--- src/sv/mlbc_pkg.sv ---
// ----------------------------------------------------------------------------
// mlbc_pkg
// Shared types and constants for the multi-channel LED blink controller.
// ----------------------------------------------------------------------------
package mlbc_pkg;

   localparam int NUM_CHANNELS_DEF = 8;
   localparam int MAX_CHANNELS     = 16;
   localparam int TYPE_W           = 3;
   localparam int INDEX_W          = 4;
   localparam int TICKS_W          = 16;
   localparam int COUNT_W          = 16;
   localparam int LEVELS_W         = 8;

   localparam logic [TYPE_W-1:0] REQ_SET           = 3'd0;
   localparam logic [TYPE_W-1:0] REQ_TOGGLE        = 3'd1;
   localparam logic [TYPE_W-1:0] REQ_BLINK_FOREVER = 3'd2;
   localparam logic [TYPE_W-1:0] REQ_BLINK_OFF     = 3'd3;
   localparam logic [TYPE_W-1:0] REQ_BLINK_TOGGLE  = 3'd4;
   localparam logic [TYPE_W-1:0] REQ_BLINK_TIMES   = 3'd5;
   localparam logic [TYPE_W-1:0] REQ_TICK          = 3'd6;

   // command beat as seen by every channel
   typedef struct packed {
      logic [TYPE_W-1:0]  code;
      logic               level_on;
      logic [TICKS_W-1:0] interval;
      logic [COUNT_W-1:0] count;
      logic               interval_nz;
      logic               count_nz;
   } cmd_type;

endpackage

--- src/sv/mlbc_channel.sv ---
// ----------------------------------------------------------------------------
// mlbc_channel
// State and update logic of one LED channel: level, blink mode, timers.
// ----------------------------------------------------------------------------
module mlbc_channel (
   input  logic              clock,
   input  logic              reset,
   input  logic              cmd_valid,
   input  logic              sel,
   input  mlbc_pkg::cmd_type cmd,
   output logic              level,
   output logic              blinking
);

   logic                         level_ff, level_in;
   logic                         blinking_ff, blinking_in;
   logic                         saved_ff, saved_in;
   logic                         forever_ff, forever_in;
   logic [mlbc_pkg::TICKS_W-1:0] interval_ff, interval_in;
   logic [mlbc_pkg::TICKS_W-1:0] elapsed_ff, elapsed_in;
   logic [mlbc_pkg::COUNT_W-1:0] cycles_ff, cycles_in;

   logic [mlbc_pkg::TICKS_W-1:0] elapsed_inc;
   logic [mlbc_pkg::COUNT_W-1:0] cycles_dec;
   logic                         start_forever;
   logic                         start_times;

   assign elapsed_inc = elapsed_ff + mlbc_pkg::TICKS_W'(1);
   assign cycles_dec  = (cycles_ff != '0) ? cycles_ff - mlbc_pkg::COUNT_W'(1) : '0;

   always_comb begin
      level_in      = level_ff;
      blinking_in   = blinking_ff;
      saved_in      = saved_ff;
      forever_in    = forever_ff;
      interval_in   = interval_ff;
      elapsed_in    = elapsed_ff;
      cycles_in     = cycles_ff;
      start_forever = 1'b0;
      start_times   = 1'b0;
      if (cmd_valid) begin
         case (cmd.code)
            mlbc_pkg::REQ_SET: begin
               if (sel) begin
                  blinking_in = 1'b0;
                  level_in    = cmd.level_on;
               end
            end
            mlbc_pkg::REQ_TOGGLE: begin
               if (sel) begin
                  blinking_in = 1'b0;
                  level_in    = ~level_ff;
               end
            end
            mlbc_pkg::REQ_BLINK_FOREVER: begin
               start_forever = sel && cmd.interval_nz;
            end
            mlbc_pkg::REQ_BLINK_OFF: begin
               if (sel && blinking_ff) begin
                  blinking_in = 1'b0;
                  level_in    = saved_ff;
               end
            end
            mlbc_pkg::REQ_BLINK_TOGGLE: begin
               if (sel && cmd.interval_nz) begin
                  if (blinking_ff) begin
                     blinking_in = 1'b0;
                     level_in    = saved_ff;
                  end else begin
                     start_forever = 1'b1;
                  end
               end
            end
            mlbc_pkg::REQ_BLINK_TIMES: begin
               start_times = sel && cmd.interval_nz && cmd.count_nz;
            end
            mlbc_pkg::REQ_TICK: begin
               if (blinking_ff) begin
                  if (elapsed_inc < interval_ff) begin
                     elapsed_in = elapsed_inc;
                  end else begin
                     elapsed_in = '0;
                     level_in   = ~level_ff;
                     if (!forever_ff && (~level_ff == saved_ff)) begin
                        cycles_in = cycles_dec;
                        if (cycles_dec == '0) begin
                           blinking_in = 1'b0;
                        end
                     end
                  end
               end
            end
            default: begin
            end
         endcase
      end
      if (start_forever || start_times) begin
         blinking_in = 1'b1;
         saved_in    = level_ff;
         interval_in = cmd.interval;
         elapsed_in  = '0;
         cycles_in   = start_times ? cmd.count : '0;
         forever_in  = start_forever;
      end
   end

   always_ff @(posedge clock) begin
      if (reset) begin
         level_ff    <= 1'b0;
         blinking_ff <= 1'b0;
         saved_ff    <= 1'b0;
         forever_ff  <= 1'b0;
         interval_ff <= '0;
         elapsed_ff  <= '0;
         cycles_ff   <= '0;
      end else begin
         level_ff    <= level_in;
         blinking_ff <= blinking_in;
         saved_ff    <= saved_in;
         forever_ff  <= forever_in;
         interval_ff <= interval_in;
         elapsed_ff  <= elapsed_in;
         cycles_ff   <= cycles_in;
      end
   end

   assign level    = level_ff;
   assign blinking = blinking_ff;

endmodule

--- src/sv/multi_led_blink_controller.sv ---
// ----------------------------------------------------------------------------
// multi_led_blink_controller
// Per-channel LED controller with static levels, counted and endless blinking.
//
//   channel  ports                         handshake
//   request  req_*                         start high, busy low at clock edge
//   result   rsp_*                         rsp_valid for one cycle, no stall
//
// One beat per cycle while busy is low. The beat edge registers the command
// and the next edge applies it to all channels in parallel, so the result is
// on rsp_* in the cycle after that edge.
// The result shows the channel state right after the command was applied.
// busy is set while reset is high and cleared by the clock edge after reset is released.
// The receiver cannot stall, so nothing ever waits on the result side.
// ----------------------------------------------------------------------------
module multi_led_blink_controller #(
   parameter int NUM_CHANNELS = mlbc_pkg::NUM_CHANNELS_DEF
) (
   input  logic                           clock,
   input  logic                           reset,
   input  logic                           start,
   output logic                           busy,
   input  logic [mlbc_pkg::TYPE_W-1:0]    req_type,
   input  logic [mlbc_pkg::INDEX_W-1:0]   req_led_index,
   input  logic                           req_level_on,
   input  logic [mlbc_pkg::TICKS_W-1:0]   req_interval_ticks,
   input  logic [mlbc_pkg::COUNT_W-1:0]   req_blink_count,
   output logic                           rsp_valid,
   output logic [mlbc_pkg::LEVELS_W-1:0]  rsp_led_levels,
   output logic [mlbc_pkg::LEVELS_W-1:0]  rsp_blinking_mask,
   output logic                           rsp_accepted
);

   logic                           busy_ff;
   logic                           cmd_valid_ff;
   mlbc_pkg::cmd_type              cmd_ff, cmd_in;
   logic [mlbc_pkg::INDEX_W-1:0]   index_ff;
   logic                           rsp_valid_ff;
   logic                           accepted_ff, accepted_in;
   logic                           index_ok;
   logic [NUM_CHANNELS-1:0]        chan_level;
   logic [NUM_CHANNELS-1:0]        chan_blinking;

   always_comb begin
      cmd_in.code        = req_type;
      cmd_in.level_on    = req_level_on;
      cmd_in.interval    = req_interval_ticks;
      cmd_in.count       = req_blink_count;
      cmd_in.interval_nz = (req_interval_ticks != '0);
      cmd_in.count_nz    = (req_blink_count != '0);
   end

   always_ff @(posedge clock) begin
      if (reset) begin
         busy_ff      <= 1'b1;
         cmd_valid_ff <= 1'b0;
         rsp_valid_ff <= 1'b0;
      end else begin
         busy_ff      <= 1'b0;
         cmd_valid_ff <= start && !busy_ff;
         rsp_valid_ff <= cmd_valid_ff;
      end
   end

   always_ff @(posedge clock) begin
      if (start && !busy_ff) begin
         cmd_ff   <= cmd_in;
         index_ff <= req_led_index;
      end
      accepted_ff <= accepted_in;
   end

   assign index_ok = {1'b0, index_ff} < (mlbc_pkg::INDEX_W + 1)'(NUM_CHANNELS);

   always_comb begin
      case (cmd_ff.code)
         mlbc_pkg::REQ_SET,
         mlbc_pkg::REQ_TOGGLE,
         mlbc_pkg::REQ_BLINK_OFF:     accepted_in = index_ok;
         mlbc_pkg::REQ_BLINK_FOREVER,
         mlbc_pkg::REQ_BLINK_TOGGLE:  accepted_in = index_ok && cmd_ff.interval_nz;
         mlbc_pkg::REQ_BLINK_TIMES:   accepted_in = index_ok && cmd_ff.interval_nz
                                                    && cmd_ff.count_nz;
         mlbc_pkg::REQ_TICK:          accepted_in = 1'b1;
         default:                     accepted_in = 1'b0;
      endcase
   end

   for (genvar i = 0; i < NUM_CHANNELS; i++) begin : g_chan
      mlbc_channel u_chan (
         .clock     (clock),
         .reset     (reset),
         .cmd_valid (cmd_valid_ff),
         .sel       (index_ff == mlbc_pkg::INDEX_W'(i)),
         .cmd       (cmd_ff),
         .level     (chan_level[i]),
         .blinking  (chan_blinking[i])
      );
   end

   for (genvar j = 0; j < mlbc_pkg::LEVELS_W; j++) begin : g_out
      if (j < NUM_CHANNELS) begin : g_used
         assign rsp_led_levels[j]    = chan_level[j];
         assign rsp_blinking_mask[j] = chan_blinking[j];
      end else begin : g_unused
         assign rsp_led_levels[j]    = 1'b0;
         assign rsp_blinking_mask[j] = 1'b0;
      end
   end

   assign busy         = busy_ff;
   assign rsp_valid    = rsp_valid_ff;
   assign rsp_accepted = accepted_ff;

endmodule

--- config.mk ---
export PLATFORM = sky130hd
export DESIGN_NAME = multi_led_blink_controller
export DESIGN_NICKNAME = d
export VERILOG_FILES = /design/src/sv/mlbc_pkg.sv /design/src/sv/mlbc_channel.sv /design/src/sv/multi_led_blink_controller.sv
export SDC_FILE = /design/constraint.sdc
export NUM_CORES = 1
export LEC_CHECK = 0
export BUFFER_PORTS_ARGS = -buffer_cell sky130_fd_sc_hd__clkbuf_2
export CAP_MARGIN = 40
export CORE_UTILIZATION = 25
export DETAILED_ROUTE_END_ITERATION = 8
export SLEW_MARGIN = 20
export SYNTH_ARGS = -nofsm -noshare
export SYNTH_HDL_FRONTEND = slang
export SYNTH_HIERARCHICAL = 1
export SYNTH_SLANG_ARGS = --single-unit
export TNS_END_PERCENT = 10
--- constraint.sdc ---
create_clock -name clock -period 6.31 [get_ports clock]
set_clock_uncertainty 0.15 [all_clocks]
set_input_delay 0.3155 -clock clock [delete_from_list [all_inputs] [get_ports clock]]
set_output_delay 0.3155 -clock clock [all_outputs]
set_load 0.01 [all_outputs]
==> summary.md <==
| Metric | Value |
|---|---|
| Die height | 343 um |
| Starting Density | 0.253 |
| Min-Delay Path Class | in2reg |
| Syn Nets | 3,820 |
| Clock-pin slew on the worst setup and hold paths | 60 ps |
| Design Area, Final | 33,000 um^2 |
| Num CTS Buffers | 55 |
| Crit path capture type | register |
| Core area | 115,000 um^2 |
| Seq/Total Area, Yosys | 0.333 |
| Vias/cell | 5.19 |
| Pin count of the biggest net entering global routing | 82 |
| Synth Area in Compound Gates | 0.219 |
| Setup TNS | 0 ps |
| Period Utilization, post-route | 0.667 |
| Combinational family with the most area after synthesis | simple AND/OR/NAND/NOR gates |
| Post-synthesis xor/xnor area fraction | 0.0510 |
| Main synth FF type | dfxtp_1 |
| Worst slew pin tran | 933 ps |
| Layout cells sized above 1 | 0.0896 |
| Die span in x | 343 um |
| Post-Synthesis Cells | 3,641 |
| Final layout net count | 3,815 |
| Placer Congestion | 0.875 |
| WP data arrival | 4590 ps |
| RSZ-0062 raised after global routing | no |
| Async S/R FF share, synth | 0 |
| Leak | 11.8 nW |
| Post-CTS setup buffer count | 0 |
| Global route overflow | 0 |
| CTS Root Cell | clkbuf_16 |
| Mapped Area | 29,000 um^2 |
| Drt wl/cell | 17.2 um |
| Rel. slew slack | 0.378 |
| # setup viols final | 0 |
| Unique masters post-synth | 107 |
| Vias | 27,000 |
| CTS tree | done |
| Clock Latency Late Sink | 640 ps |
| CTS Buffer Depth | 3 |
| Crit-path max FO | 21 |
| Row cnt | 124 |
| Fraction of the mapped netlist area in simple logic gates | 0.263 |
| CTS H-tree depth | 2 |
| DP Area | 30,700 um^2 |
| First DRT Iteration DRCs | 2,346 |
| FILL cells | 12,200 |
| Hold Fails Final Rpt | 0 |
| Power Density | 199 nW/um^2 |
| Failing checks | design-rule violations |
| Yosys warnings | 6 |
| Vias in the first global route | 25,100 |
| CP Class | reg2reg |
| Area Growth Syn to Fin | 13.7% |
| Post-detail-place hpwl | 61,000 um |
| Fmax | 0.237 GHz |
| Worst vdd ir | 210 uV |
| Crit path required time | 6690 ps |
| Multiplexer area fraction after synthesis | 0.00694 |
| Drt total wl | 89,100 um |
| Status | finished, violations left |
| Resized cells post-CTS | 0 |
| Synth Register Bits | 462 |
| Die ar. | 117,000 um^2 |
| Minimum clock period | 4210 ps |
| Max cap viols | 0 |
| CTS hold repair buffers | 41 |
| Slew Viols, Final | 0 |
| Total GRT Usage | 0.148 |
| First-pass GRT wire length | 140,000 um |
| Worst setup SP type | register |
| Initial antenna violation count | 2 |
| # DRC | 2 |
| Clock sinks | 462 |
| Initial DRT Pass Iterations | 8 |
| Number of top-level pins | 62 |
| DRT antenna net count | 0 |
| Post-synth EDFFs | 42 |
| Avg Cell Area, Syn | 7.97 um^2 |
| Port Buffers | 61 |
| Post-Synth Adder-Cell Area | 0.0586 |
## final cells by class
class                   count  area (um^2)  share of cell area
diodes                      1         2.50           0.0000758
multi-input cells        2747        17400               0.528
well taps                1512         1890              0.0573
repair buffers            159         1350              0.0409
flip-flops and latches    462         9670               0.293
clock buffers              75         1580              0.0479
inverters                 211          792              0.0240
clock inverters            28          294             0.00891
## flip-flops by register name, summed over array words and instances, names as in the netlist
| register | cells |
|---|---|
| g_chan.u_chan/blinking | 8 |
| cmd_ff | 38 |
| g_chan.u_chan/forever_ff | 8 |
| g_chan.u_chan/cycles_ff | 128 |
| g_chan.u_chan/level | 8 |
| g_chan.u_chan/saved_ff | 8 |
| g_chan.u_chan/interval_ff | 128 |
| cmd_valid_ff | 1 |
| busy | 1 |
| g_chan.u_chan/elapsed_ff | 128 |
| index_ff | 4 |
| rsp_accepted | 1 |
| rsp_valid | 1 |
## metrics by stage
stage          total power [W]  worst slack [ps]   util  instances  hold WS [ps]
2_1_floorplan          0.00319              2890      -       3641           193
3_5_place_dp           0.00333              2110  0.268       5045           297
4_1_cts                0.00666              2120  0.288       5189           201
3_3_place_gp           0.00331              1810  0.264       5017           292
5_1_grt                0.00679              1710  0.288       5194           242
6_report               0.00658              2100  0.288       5195           254
## cell usage in the layout (no fill, tap or decap), types with 29 or more instances in the layout
master         count
clkbuf_16         56
nor3_1           134
a31oi_1           67
a22oi_1           63
dlygate4sd3_1     41
nand4_1           56
nand2b_1          48
ha_1             136
xnor2_1          122
a21oi_1          331
o31ai_1           46
nor2_1           317
nand3_1          149
and3_1            32
or3_1             29
nand2_1          424
o211ai_1          30
xor2_1            47
edfxtp_1          42
inv_1            211
buf_4             38
nor4_1            48
o21ai_0           69
clkbuf_2          60
a211oi_1          83
dfxtp_1          420
## kinds of logic after synthesis
family | count (synthesis)
multiplexers | 20
adder cells (fa/ha/maj) | 136
flip-flops | 462
AO/OA/AOI/OAI | 945
XOR/XNOR | 169
buffers and inverters | 432
AND/OR/NAND/NOR | 1477
## Yosys cell counts, drive strengths merged (67+ instances only)
library cell	number	area share
nand2	430	0.056
dfxtp	420	0.29
a21oi	341	0.060
nor2	321	0.042
inv	211	0.027
nor3	151	0.029
nand3	149	0.026
ha	136	0.059
xnor2	122	0.037
buf	117	0.027
clkbuf	104	0.014
a211oi	90	0.024
o21ai	79	0.014
a31oi	67	0.014
## report_power, final
part,internal (W),total (W),switching [W]
Clock,0.00193,0.00329,0.00136
Combinational,0.0000886,0.000259,0.000170
Sequential,0.00298,0.00303,0.0000566
Total,0.00500,0.00658,0.00159
## worst paths after layout
path / startpoint / slack, ps / endpoint / depth (start not counted)
min: req_led_index[1] / 250 / index_ff[1]$_DFFE_PP_ / 2
max: g_chan[0].u_chan/elapsed_ff[2]$_SDFFE_PP0P_ / 2100 / g_chan[0].u_chan/level$_SDFFE_PP0P_ / 11
min reg2reg: g_chan[1].u_chan/interval_ff[9]$_SDFFE_PP0N_ / 300 / g_chan[1].u_chan/interval_ff[9]$_SDFFE_PP0N_ / 2
max reg2reg: g_chan[0].u_chan/elapsed_ff[2]$_SDFFE_PP0P_ / 2100 / g_chan[0].u_chan/level$_SDFFE_PP0P_ / 11
## per-layer routing
metal	vias to the layer above	wire [um]	global-route usage
li1	13200	-	-
met1	12800	40100	0.194
met2	733	40200	0.238
met3	169	5600	0.0266
met4	0	3230	0.0607
met5	-	0	0
## worst max-delay path, stage by stage, from the launching register on
cell and delay, ps:
dfxtp_1 430, and4_1 270, nand4_1 270, nor3_1 300, xor2_1 230, ha_1 280
a21o_1 160, a21o_1 190, a2111oi_2 580, o21a_1 710, o21ai_0 240, mux2_2 300
Note: power is estimated with default switching activity, not from simulation.
